--- src/design/phe_pkg.sv ---
// Shared types, constants and table functions for the probe hybridization energy block.
`default_nettype none
package phe_pkg;

    localparam int PHE_PROBE_LEN   = 25;
    localparam int PHE_CLASSES     = 16;
    localparam int PHE_MM_BASE     = 12;
    localparam int PHE_WEIGHT_A    = 11;
    localparam int PHE_WEIGHT_B    = 12;
    localparam int PHE_QUEUE_DEPTH = 2;

    localparam int CLASS_W = 4;
    localparam int CNT_W   = 5;
    localparam int WGT_W   = 11;
    localparam int EN_W    = 14;
    localparam int ACC_W   = 16;
    localparam int CFG_W   = 11;
    localparam int CFG_IDX_W = 2;
    localparam int PEN_W   = 9;
    localparam int INIT_W  = 12;
    localparam int TERM_W  = 10;
    localparam int TBL_W   = 9;
    localparam int SUMW_W  = 13;
    localparam int KIDX_W  = 6;

    localparam logic signed [CFG_W-1:0] DNA_START_RST = -11'sd310;
    localparam logic signed [CFG_W-1:0] RNA_START_RST = -11'sd409;
    localparam logic signed [PEN_W-1:0] TERM_AT_RST   = -9'sd45;

    localparam logic [WGT_W-1:0]  WGT_MAX  = '1;
    localparam logic [SUMW_W-1:0] WGT_LIM  = SUMW_W'(2047);
    localparam logic signed [ACC_W-1:0] EN_MAX = 16'sd8191;
    localparam logic signed [ACC_W-1:0] EN_MIN = -16'sd8192;

    localparam logic [1:0] BASE_A = 2'd2;
    localparam logic [1:0] BASE_T = 2'd3;

    typedef enum logic [CFG_IDX_W-1:0] {
        CFG_DNA_START = 2'd0,
        CFG_RNA_START = 2'd1,
        CFG_TERM_AT   = 2'd2
    } phe_cfg_idx_t;

    typedef enum logic [1:0] {
        ACC_IDLE,
        ACC_RUN,
        ACC_DONE
    } phe_acc_state_t;

    typedef struct packed {
        logic [PHE_CLASSES-1:0][CNT_W-1:0] count;
        logic [PHE_CLASSES-1:0][WGT_W-1:0] weight;
        logic signed [EN_W-1:0]            dr;
        logic signed [EN_W-1:0]            rr;
    } phe_res_t;

    function automatic logic [TBL_W-1:0] dna_tbl(input logic [CLASS_W-1:0] c);
        logic [TBL_W-1:0] v;
        case (c)
            4'd0:    v = 9'd290;
            4'd1:    v = 9'd270;
            4'd2:    v = 9'd110;
            4'd3:    v = 9'd130;
            4'd4:    v = 9'd170;
            4'd5:    v = 9'd210;
            4'd6:    v = 9'd90;
            4'd7:    v = 9'd90;
            4'd8:    v = 9'd160;
            4'd9:    v = 9'd150;
            4'd10:   v = 9'd20;
            4'd11:   v = 9'd60;
            4'd12:   v = 9'd180;
            4'd13:   v = 9'd210;
            4'd14:   v = 9'd90;
            default: v = 9'd100;
        endcase
        return v;
    endfunction

    function automatic logic [TBL_W-1:0] rna_tbl(input logic [CLASS_W-1:0] c);
        logic [TBL_W-1:0] v;
        case (c)
            4'd0:    v = 9'd326;
            4'd1:    v = 9'd342;
            4'd2:    v = 9'd224;
            4'd3:    v = 9'd235;
            4'd4:    v = 9'd236;
            4'd5:    v = 9'd326;
            4'd6:    v = 9'd208;
            4'd7:    v = 9'd211;
            4'd8:    v = 9'd211;
            4'd9:    v = 9'd235;
            4'd10:   v = 9'd93;
            4'd11:   v = 9'd133;
            4'd12:   v = 9'd208;
            4'd13:   v = 9'd224;
            4'd14:   v = 9'd110;
            default: v = 9'd93;
        endcase
        return v;
    endfunction

    function automatic logic [TERM_W-1:0] pair_wgt(input logic [KIDX_W-1:0] k);
        logic signed [KIDX_W:0]     a;
        logic signed [KIDX_W:0]     b;
        logic signed [2*KIDX_W+1:0] p;
        a = $signed({1'b0, k}) - 7'sd11;
        b = $signed({1'b0, k}) - 7'sd12;
        p = (2*KIDX_W+2)'(a) * (2*KIDX_W+2)'(b);
        return p[TERM_W-1:0];
    endfunction

    function automatic logic signed [EN_W-1:0] sat_energy(input logic signed [ACC_W-1:0] v);
        logic signed [EN_W-1:0] r;
        if (v > EN_MAX) begin
            r = EN_MAX[EN_W-1:0];
        end else if (v < EN_MIN) begin
            r = EN_MIN[EN_W-1:0];
        end else begin
            r = v[EN_W-1:0];
        end
        return r;
    endfunction

endpackage
`default_nettype wire

--- src/design/probe_hybridization_energy.sv ---
// Results: sixteen words per accepted probe, one word a cycle while m_tready is high.
// The sixteen-word output serializer limits the probe rate; the pair walk overlaps the serializer.
// A two-entry queue and a result holding register let intake continue while output stalls, until the queue is full.
// Reset (aresetn low, synchronous) empties the queue, idles all control and restores the
//   three configuration registers to their defaults.
`default_nettype none
module probe_hybridization_energy
    import phe_pkg::*;
#(
    parameter int PROBE_LEN = PHE_PROBE_LEN
) (
    input  wire logic                   aclk,
    input  wire logic                   aresetn,
    input  wire logic                   cfg_wr_en,
    input  wire logic [CFG_IDX_W-1:0]   cfg_index,
    input  wire logic [CFG_W-1:0]       cfg_wdata,
    input  wire logic                   s_tvalid,
    output logic                        s_tready,
    // probe_bases
    input  wire logic [((2*PROBE_LEN+7)/8)*8-1:0] s_tdata,
    // column_odd, parity_reversed, annotated
    input  wire logic [2:0]             s_tuser,
    output logic                        m_tvalid,
    input  wire logic                   m_tready,
    // pair_class, pair_count, pair_weight, dna_rna_energy, rna_rna_energy
    output logic [47:0]                 m_tdata,
    output logic                        m_tlast
);

    localparam int BW = 2 * PROBE_LEN;
    localparam int JW = BW + CFG_W + INIT_W + 1;

    logic [BW-1:0]              f_bases;
    logic signed [CFG_W-1:0]    f_dr_init;
    logic signed [INIT_W-1:0]   f_rr_init;
    logic                       f_ann;
    logic                       q_full;
    logic                       q_empty;
    logic                       q_pop;
    logic [JW-1:0]              q_data;
    logic                       r_valid;
    logic                       r_take;
    phe_res_t                   r_data;

    assign s_tready = !q_full;

    phe_front #(
        .PROBE_LEN (PROBE_LEN)
    ) u_front (
        .aclk               (aclk),
        .aresetn            (aresetn),
        .cfg_wr_en          (cfg_wr_en),
        .cfg_index          (cfg_index),
        .cfg_wdata          (cfg_wdata),
        .in_bases           (s_tdata[BW-1:0]),
        .in_column_odd      (s_tuser[0]),
        .in_parity_reversed (s_tuser[1]),
        .in_annotated       (s_tuser[2]),
        .job_bases          (f_bases),
        .job_dr_init        (f_dr_init),
        .job_rr_init        (f_rr_init),
        .job_ann            (f_ann)
    );

    phe_fifo #(
        .WIDTH (JW),
        .DEPTH (PHE_QUEUE_DEPTH)
    ) u_fifo (
        .aclk      (aclk),
        .aresetn   (aresetn),
        .push      (s_tvalid),
        .push_data ({f_ann, f_rr_init, f_dr_init, f_bases}),
        .full      (q_full),
        .pop       (q_pop),
        .empty     (q_empty),
        .pop_data  (q_data)
    );

    phe_accum #(
        .PROBE_LEN (PROBE_LEN)
    ) u_accum (
        .aclk        (aclk),
        .aresetn     (aresetn),
        .job_valid   (!q_empty),
        .job_bases   (q_data[BW-1:0]),
        .job_dr_init (q_data[BW+CFG_W-1:BW]),
        .job_rr_init (q_data[BW+CFG_W+INIT_W-1:BW+CFG_W]),
        .job_ann     (q_data[JW-1]),
        .job_pop     (q_pop),
        .res_valid   (r_valid),
        .res_take    (r_take),
        .res         (r_data)
    );

    phe_emit u_emit (
        .aclk      (aclk),
        .aresetn   (aresetn),
        .res_valid (r_valid),
        .res_take  (r_take),
        .res       (r_data),
        .m_tvalid  (m_tvalid),
        .m_tready  (m_tready),
        .m_tdata   (m_tdata),
        .m_tlast   (m_tlast)
    );

endmodule
`default_nettype wire

--- src/design/phe_front.sv ---
// Input classifier: configuration registers, mismatch complement and start energies.
`default_nettype none
module phe_front
    import phe_pkg::*;
#(
    parameter int PROBE_LEN = PHE_PROBE_LEN
) (
    input  wire logic                     aclk,
    input  wire logic                     aresetn,
    input  wire logic                     cfg_wr_en,
    input  wire logic [CFG_IDX_W-1:0]     cfg_index,
    input  wire logic [CFG_W-1:0]         cfg_wdata,
    input  wire logic [2*PROBE_LEN-1:0]   in_bases,
    input  wire logic                     in_column_odd,
    input  wire logic                     in_parity_reversed,
    input  wire logic                     in_annotated,
    output logic [2*PROBE_LEN-1:0]        job_bases,
    output logic signed [CFG_W-1:0]       job_dr_init,
    output logic signed [INIT_W-1:0]      job_rr_init,
    output logic                          job_ann
);

    localparam int BW = 2 * PROBE_LEN;
    localparam logic [BW-1:0] MM_MASK = (PROBE_LEN > PHE_MM_BASE) ?
                                        (BW'(1) << (2 * PHE_MM_BASE)) : '0;

    logic signed [CFG_W-1:0] dna_start_reg;
    logic signed [CFG_W-1:0] rna_start_reg;
    logic signed [PEN_W-1:0] term_at_reg;

    logic                     pm;
    logic [1:0]               first_base;
    logic [1:0]               last_base;
    logic signed [INIT_W-1:0] pen_ext;
    logic signed [INIT_W-1:0] pen_first;
    logic signed [INIT_W-1:0] pen_last;

    always_ff @(posedge aclk) begin
        if (!aresetn) begin
            dna_start_reg <= DNA_START_RST;
            rna_start_reg <= RNA_START_RST;
            term_at_reg   <= TERM_AT_RST;
        end else if (cfg_wr_en) begin
            case (phe_cfg_idx_t'(cfg_index))
                CFG_DNA_START: dna_start_reg <= cfg_wdata;
                CFG_RNA_START: rna_start_reg <= cfg_wdata;
                CFG_TERM_AT:   term_at_reg   <= cfg_wdata[PEN_W-1:0];
                default: ;
            endcase
        end
    end

    always_comb begin
        pm         = in_column_odd ^ in_parity_reversed;
        job_bases  = pm ? in_bases : (in_bases ^ MM_MASK);
        first_base = job_bases[1:0];
        last_base  = job_bases[BW-1 -: 2];
        pen_ext    = {{(INIT_W-PEN_W){term_at_reg[PEN_W-1]}}, term_at_reg};
        pen_first  = (first_base == BASE_A) ? pen_ext : '0;
        pen_last   = (last_base == BASE_T) ? pen_ext : '0;
        job_dr_init = pm ? dna_start_reg : '0;
        job_rr_init = {{(INIT_W-CFG_W){rna_start_reg[CFG_W-1]}}, rna_start_reg}
                      + pen_first + pen_last;
        job_ann    = in_annotated;
    end

endmodule
`default_nettype wire

--- src/design/phe_fifo.sv ---
// Short job queue between the classifier and the pair accumulator.
`default_nettype none
module phe_fifo
    import phe_pkg::*;
#(
    parameter int WIDTH = 8,
    parameter int DEPTH = PHE_QUEUE_DEPTH
) (
    input  wire logic             aclk,
    input  wire logic             aresetn,
    input  wire logic             push,
    input  wire logic [WIDTH-1:0] push_data,
    output logic                  full,
    input  wire logic             pop,
    output logic                  empty,
    output logic [WIDTH-1:0]      pop_data
);

    localparam int PW = (DEPTH > 1) ? $clog2(DEPTH) : 1;
    localparam int CW = $clog2(DEPTH + 1);

    logic [WIDTH-1:0] mem_reg [DEPTH];
    logic [PW-1:0]    wr_ptr_reg;
    logic [PW-1:0]    rd_ptr_reg;
    logic [CW-1:0]    count_reg;
    logic             do_push;
    logic             do_pop;

    assign full     = (count_reg == CW'(DEPTH));
    assign empty    = (count_reg == '0);
    assign do_push  = push && !full;
    assign do_pop   = pop && !empty;
    assign pop_data = mem_reg[rd_ptr_reg];

    always_ff @(posedge aclk) begin
        if (do_push) begin
            mem_reg[wr_ptr_reg] <= push_data;
        end
    end

    always_ff @(posedge aclk) begin
        if (!aresetn) begin
            wr_ptr_reg <= '0;
            rd_ptr_reg <= '0;
            count_reg  <= '0;
        end else begin
            if (do_push) begin
                wr_ptr_reg <= (wr_ptr_reg == PW'(DEPTH - 1)) ? '0 : wr_ptr_reg + PW'(1);
            end
            if (do_pop) begin
                rd_ptr_reg <= (rd_ptr_reg == PW'(DEPTH - 1)) ? '0 : rd_ptr_reg + PW'(1);
            end
            if (do_push && !do_pop) begin
                count_reg <= count_reg + CW'(1);
            end else if (do_pop && !do_push) begin
                count_reg <= count_reg - CW'(1);
            end
        end
    end

`ifndef SYNTHESIS
    a_count_bound: assert property (@(posedge aclk) disable iff (!aresetn)
        count_reg <= CW'(DEPTH))
        else $error("queue count beyond depth");
`endif

endmodule
`default_nettype wire

--- src/design/phe_accum.sv ---
// Pair accumulator: walks two base pairs a cycle, builds per-class counts, weights and energies.
`default_nettype none
module phe_accum
    import phe_pkg::*;
#(
    parameter int PROBE_LEN = PHE_PROBE_LEN
) (
    input  wire logic                   aclk,
    input  wire logic                   aresetn,
    input  wire logic                   job_valid,
    input  wire logic [2*PROBE_LEN-1:0] job_bases,
    input  wire logic signed [CFG_W-1:0]  job_dr_init,
    input  wire logic signed [INIT_W-1:0] job_rr_init,
    input  wire logic                   job_ann,
    output logic                        job_pop,
    output logic                        res_valid,
    input  wire logic                   res_take,
    output phe_res_t                    res
);

    localparam int BW = 2 * PROBE_LEN;
    localparam int KW = $clog2(PROBE_LEN);

    phe_acc_state_t state_reg, state_next;

    logic [BW-1:0]               sh_reg;
    logic [KW-1:0]               k_reg;
    logic                        ann_reg;
    logic signed [ACC_W-1:0]     dr_reg;
    logic signed [ACC_W-1:0]     rr_reg;
    logic [PHE_CLASSES-1:0][CNT_W-1:0] cnt_reg;
    logic [PHE_CLASSES-1:0][WGT_W-1:0] wgt_reg;

    logic                        start;
    logic                        step;
    logic                        last_step;
    logic                        v1;
    logic [CLASS_W-1:0]          c0;
    logic [CLASS_W-1:0]          c1;
    logic [TERM_W-1:0]           w0;
    logic [TERM_W-1:0]           w1;
    logic [PHE_CLASSES-1:0][CNT_W-1:0] cnt_next;
    logic [PHE_CLASSES-1:0][WGT_W-1:0] wgt_next;
    logic [SUMW_W-1:0]           wsum [PHE_CLASSES];
    logic signed [ACC_W-1:0]     dr_next;
    logic signed [ACC_W-1:0]     rr_next;

    always_comb begin
        last_step = (({1'b0, k_reg} + (KW+1)'(2)) >= (KW+1)'(PROBE_LEN - 1));
        v1        = (({1'b0, k_reg} + (KW+1)'(1)) < (KW+1)'(PROBE_LEN - 1));
        c0        = {sh_reg[3:2], sh_reg[1:0]};
        c1        = {sh_reg[5:4], sh_reg[3:2]};
        w0        = pair_wgt(KIDX_W'(k_reg));
        w1        = pair_wgt(KIDX_W'(k_reg) + KIDX_W'(1));
        for (int n = 0; n < PHE_CLASSES; n++) begin
            cnt_next[n] = cnt_reg[n]
                          + CNT_W'(c0 == CLASS_W'(n))
                          + CNT_W'(v1 && (c1 == CLASS_W'(n)));
            wsum[n]     = SUMW_W'(wgt_reg[n])
                          + ((c0 == CLASS_W'(n)) ? SUMW_W'(w0) : '0)
                          + ((v1 && (c1 == CLASS_W'(n))) ? SUMW_W'(w1) : '0);
            wgt_next[n] = (wsum[n] > WGT_LIM) ? WGT_MAX : wsum[n][WGT_W-1:0];
        end
        dr_next = dr_reg + $signed(ACC_W'(dna_tbl(c0)))
                  + (v1 ? $signed(ACC_W'(dna_tbl(c1))) : '0);
        rr_next = rr_reg + $signed(ACC_W'(rna_tbl(c0)))
                  + (v1 ? $signed(ACC_W'(rna_tbl(c1))) : '0);
    end

    always_comb begin
        state_next = state_reg;
        start      = 1'b0;
        step       = 1'b0;
        res_valid  = 1'b0;
        case (state_reg)
            ACC_IDLE: begin
                if (job_valid) begin
                    start      = 1'b1;
                    state_next = ACC_RUN;
                end
            end
            ACC_RUN: begin
                step = 1'b1;
                if (last_step) begin
                    state_next = ACC_DONE;
                end
            end
            ACC_DONE: begin
                res_valid = 1'b1;
                if (res_take) begin
                    if (job_valid) begin
                        start      = 1'b1;
                        state_next = ACC_RUN;
                    end else begin
                        state_next = ACC_IDLE;
                    end
                end
            end
            default: state_next = ACC_IDLE;
        endcase
        job_pop = start;
    end

    always_ff @(posedge aclk) begin
        if (!aresetn) begin
            state_reg <= ACC_IDLE;
        end else begin
            state_reg <= state_next;
        end
    end

    always_ff @(posedge aclk) begin
        if (start) begin
            sh_reg  <= job_bases;
            k_reg   <= '0;
            ann_reg <= job_ann;
            dr_reg  <= ACC_W'(job_dr_init);
            rr_reg  <= ACC_W'(job_rr_init);
            cnt_reg <= '0;
            wgt_reg <= '0;
        end else if (step) begin
            sh_reg  <= sh_reg >> 4;
            k_reg   <= k_reg + KW'(2);
            dr_reg  <= dr_next;
            rr_reg  <= rr_next;
            cnt_reg <= cnt_next;
            wgt_reg <= wgt_next;
        end
    end

    always_comb begin
        if (ann_reg) begin
            res.count  = cnt_reg;
            res.weight = wgt_reg;
            res.dr     = sat_energy(dr_reg);
            res.rr     = sat_energy(rr_reg);
        end else begin
            res = '0;
        end
    end

`ifndef SYNTHESIS
    a_run_in_range: assert property (@(posedge aclk) disable iff (!aresetn)
        (state_reg == ACC_RUN) |-> ({1'b0, k_reg} < (KW+1)'(PROBE_LEN - 1)))
        else $error("pair index past probe end");
    a_run_ends: assert property (@(posedge aclk) disable iff (!aresetn)
        (state_reg == ACC_RUN && last_step) |=> (state_reg == ACC_DONE))
        else $error("walk did not finish after last step");
`endif

endmodule
`default_nettype wire

--- src/design/phe_emit.sv ---
// Result serializer: holds one finished probe and sends its sixteen class words.
`default_nettype none
module phe_emit
    import phe_pkg::*;
(
    input  wire logic        aclk,
    input  wire logic        aresetn,
    input  wire logic        res_valid,
    output logic             res_take,
    input  wire phe_res_t    res,
    output logic             m_tvalid,
    input  wire logic        m_tready,
    output logic [47:0]      m_tdata,
    output logic             m_tlast
);

    phe_res_t             buf_reg;
    logic                 busy_reg;
    logic [CLASS_W-1:0]   idx_reg;
    logic                 out_acc;
    logic                 last_acc;

    always_comb begin
        m_tvalid = busy_reg;
        m_tlast  = (idx_reg == CLASS_W'(PHE_CLASSES - 1));
        m_tdata  = {buf_reg.rr, buf_reg.dr, buf_reg.weight[idx_reg],
                    buf_reg.count[idx_reg], idx_reg};
        out_acc  = m_tvalid && m_tready;
        last_acc = out_acc && m_tlast;
        res_take = res_valid && (!busy_reg || last_acc);
    end

    always_ff @(posedge aclk) begin
        if (!aresetn) begin
            busy_reg <= 1'b0;
            idx_reg  <= '0;
        end else if (res_take) begin
            busy_reg <= 1'b1;
            idx_reg  <= '0;
        end else if (out_acc) begin
            if (m_tlast) begin
                busy_reg <= 1'b0;
            end else begin
                idx_reg <= idx_reg + CLASS_W'(1);
            end
        end
    end

    always_ff @(posedge aclk) begin
        if (res_take) begin
            buf_reg <= res;
        end
    end

`ifndef SYNTHESIS
    a_idx_advance: assert property (@(posedge aclk) disable iff (!aresetn)
        (out_acc && !m_tlast) |=> (idx_reg == $past(idx_reg) + CLASS_W'(1)))
        else $error("class index did not advance");
    a_drain: assert property (@(posedge aclk) disable iff (!aresetn)
        (last_acc && !res_valid) |=> !m_tvalid)
        else $error("output still valid after last word");
    a_reload: assert property (@(posedge aclk) disable iff (!aresetn)
        res_take |=> (m_tvalid && idx_reg == '0))
        else $error("new probe did not start at class zero");
`endif

endmodule
`default_nettype wire

--- config.mk ---
export PLATFORM = sky130hd
export DESIGN_NAME = probe_hybridization_energy
export DESIGN_NICKNAME = d
export VERILOG_FILES = /design/src/design/phe_pkg.sv /design/src/design/probe_hybridization_energy.sv /design/src/design/phe_front.sv /design/src/design/phe_fifo.sv /design/src/design/phe_accum.sv /design/src/design/phe_emit.sv
export SDC_FILE = /design/constraint.sdc
export NUM_CORES = 2
export LEC_CHECK = 0
export BUFFER_PORTS_ARGS = -buffer_cell sky130_fd_sc_hd__clkbuf_2
export CORE_MARGIN = 8
export CORE_UTILIZATION = 55
export DETAILED_ROUTE_END_ITERATION = 7
export PLACE_DENSITY_LB_ADDON = 0.05
export SLEW_MARGIN = 20
export SYNTH_ARGS = -nofsm -noshare
export SYNTH_HDL_FRONTEND = slang
export SYNTH_SLANG_ARGS = --single-unit
--- constraint.sdc ---
create_clock -name aclk -period 32.8 [get_ports aclk]
set_input_delay 0 -clock aclk [delete_from_list [all_inputs] [get_ports aclk]]
set_output_delay 0 -clock aclk [all_outputs]
set_load 0.02 [all_outputs]
==> summary.txt <==
Floorplan
  – DIE WIDTH: 317 um
  – # IOs: 128
  – Die Y: 317 um
  – Row count: 110
  – Die ar.: 100,000 um^2
  – Initial core utilization: 55.4%
  – Core area: 89,900 um^2

Synth
  – Most common cell in the netlist: nand2_1
  – Yosys reg bits: 852
  – Synth warn: 0
  – Dominant cells by area after synthesis: edfxtp_1 (31%), dfxtp_1 (14%), fa_1 (8.8%)
  – EDFF count, synth: 515
  – Mean Syn Cell Area: 10.6 um^2
  – Synth top cells by count: nand2_1 (569), inv_1 (546), edfxtp_1 (515)
  – Mapped Nets: 5,242
  – Async SR Flop Fraction: 0%
  – Ys flop type: edfxtp_1
  – Seq/Total Area, Yosys: 44.6%
  – Distinct cells, synth: 89
  – Yosys top cell by area: edfxtp_1
  – Yosys top cell area share: 31.1%
  – Syn Std Cell Area: 49,800 um^2
  – Post-Syn Instances: 4,682

Route
  – Vias after detailed routing: 34,164
  – WL/cell: 20.1 um
  – Initial drt markers: 2,468
  – Remaining DRCs: 0
  – Final wirelength: 122,000 um
  – First drt pass iteration count: 5
  – Detail Route Antenna Nets: 0
  – Via density: 5.66

Setup path
  – Crit Path Class: reg -> reg
  – RR Endpoint: u_accum.wgt_reg[173]
  – Worst reg-to-reg path cell count: 24
  – CP Max Fanout: 17
  – Crit path capture: u_accum.wgt_reg[173]
  – Crit. End Element: flip-flop
  – Worst setup path start: u_accum.k_reg[2]
  – Critical path data arrival time: 9350 ps
  – CP Launch Type: flip-flop
  – Reg2reg setup slack: 24,020 ps
  – WP data required: 33,370 ps
  – Reg2reg start: u_accum.k_reg[2]

Global routing
  – GRT overflow: 0
  – Vias in the first global route: 34,038
  – Total track usage: 24.4%
  – Initial antenna violation count: 4
  – Largest net degree at the start of global routing: 183
  – First-pass GRT wire length: 192,000 um

STA
  – Final Max Tran Viols: 0
  – Achievable Freq: 0.114 GHz
  – RSZ-0062 raised after global routing: false
  – Crit share post-route: 26.8%
  – Setup Total Neg Slack: 0 ps
  – Clock period minus worst slack: 8780 ps
  – Worst slew pin tran: 1140 ps
  – Final setup fails: 0
  – Clk_skew: 21.0 ps
  – Max-slew headroom at the worst pin: 23.9%
  – Hold Vio Cnt, Final: 0

CTS
  – Post-CTS Setup Bufs: 0
  – CTS resizes: 0
  – Hold_buf cts: 84
  – CTS root buf: clkbuf_16
  – CTS H-tree lvls: 3
  – Clock transition at path regs: 60 ps
  – Total CTS buffers: 93
  – Max Buffers Root-to-Sink: 3
  – CTS tree: built
  – Worst-Skew Late Latency: 670 ps
  – Clk sink count: 852

Placed design
  – GP Congestion: 0.877
  – HPWL Detailed: 82,000 um
  – IO Port Bufs: 121

Worst hold path
  – Worst Hold Class: in -> reg
  – Hold Path Stages: 3

Finish
  – Area Growth Syn to Fin: 10.8%
  – Max reg flops: 256
  – Multi-input gate area: 24,400 um^2
  – Fill cell count: 7,429
  – Nets@finish: 5,343
  – Layout cells sized above 1: 10.7%
  – Register area: 22,200 um^2

Run status
  – Status: finished clean

Flow run
  – Max cap viols: 0
-- cell type report --
class	count	area share, %
Multi-Input combinational cell	3024	44.2
Clock buffer	126	4.71
Inverter	552	3.77
Clock inverter	46	0.922
Timing Repair Buffer	260	3.40
Antenna cell	2	0.00908
Tap cell	1176	2.67
Sequential cell	852	40.3
-- how the worst min path moves through the flow --
stage / start / end / slack (ps)
finish: s_tuser[1] / u_fifo.mem_reg[0][52] / 40
global placement: s_tdata[40] / u_fifo.mem_reg[1][40] / 190
floorplan: s_tdata[0] / u_fifo.mem_reg[0][0] / 100
CTS: s_tdata[17] / u_fifo.mem_reg[1][17] / 0.5
global route: s_tdata[46] / u_fifo.mem_reg[0][46] / 30
detailed placement: s_tdata[40] / u_fifo.mem_reg[0][40] / 190
-- per-layer routing --
layer,wire length [um],global-route usage [%],up-vias
met2,58100,40.8,846
met3,6870,3.79,207
li1,-,-,16290
met5,0,0,-
met4,3800,7.45,0
met1,52700,32.7,16821
-- logic make-up after synthesis --
logic type / Yosys count / share of synthesized area [%]
AO/OA/AOI/OAI: 751 / 10.4
XOR/XNOR: 206 / 3.69
adder cells (fa/ha/maj): 483 / 15.4
buffers and inverters: 806 / 6.61
flip-flops: 852 / 44.6
multiplexers: 180 / 5.82
AND/OR/NAND/NOR: 1404 / 13.4
-- stage by stage --
| stage | cells | hold WS [ps] | worst slack (ps) | util [%] | instance area, um^2 |
|---|---|---|---|---|---|
| finish | 6038 | 39.2 | 24020 | 61.3 | 55100 |
| global route | 6037 | 28.4 | 23490 | 61.3 | 55100 |
| CTS | 6036 | 0.542 | 24110 | 61.3 | 55100 |
| detailed placement | 5780 | 192 | 24160 | 56.9 | 51200 |
| global placement | 5780 | 188 | 24240 | 56.9 | 51200 |
| floorplan | 4682 | 98.9 | 17050 | - | 49800 |
-- layout by cell type (no fill, tap or decap), types with 15 or more instances in the layout --
cell | synthesis | final
nand4_1 | 39 | 39
nor2b_1 | 17 | 17
o211ai_1 | 24 | 24
nor4_1 | 30 | 30
inv_1 | 546 | 546
a221oi_1 | 70 | 70
edfxtp_1 | 515 | 515
nand2_1 | 569 | 568
a21boi_0 | 17 | 17
nand3_1 | 31 | 31
dlygate4sd3_1 | 0 | 84
clkbuf_16 | 0 | 97
buf_4 | 33 | 54
mux4_2 | 77 | 77
clkbuf_2 | 0 | 121
a21oi_1 | 169 | 168
mux2_2 | 25 | 25
clkbuf_1 | 147 | 23
nor2_1 | 264 | 263
nor3_1 | 53 | 53
o21a_1 | 15 | 15
o221a_2 | 47 | 47
mux2i_1 | 69 | 69
nand2b_1 | 20 | 19
xnor2_1 | 121 | 118
o21ai_0 | 172 | 172
a31oi_1 | 25 | 25
ha_1 | 265 | 265
and2_1 | 321 | 321
xor2_1 | 83 | 81
a21o_1 | 43 | 43
a211oi_1 | 31 | 31
dfxtp_1 | 337 | 334
fa_1 | 218 | 216
o21bai_1 | 31 | 31
-- worst max-delay path, stage by stage, from the launching register on --
cell and delay (ps):
dfxtp_1 570, inv_1 280, ha_1 570, clkinv_1 610
nor2_1 390, fa_1 470, fa_1 530, fa_1 550
inv_1 60, fa_1 520, inv_1 40, ha_1 340
a21oi_1 260, xnor2_1 160, xnor3_1 310, xnor2_4 150
buf_4 450, nand2_1 140, fa_1 540, inv_1 50
ha_1 320, nand2_1 60, o21ai_1 830, nor2_1 150
a221oi_1 300
Power is not shown: default switching activity piles up to over one toggle a cycle in this logic, so the estimate is an artifact.
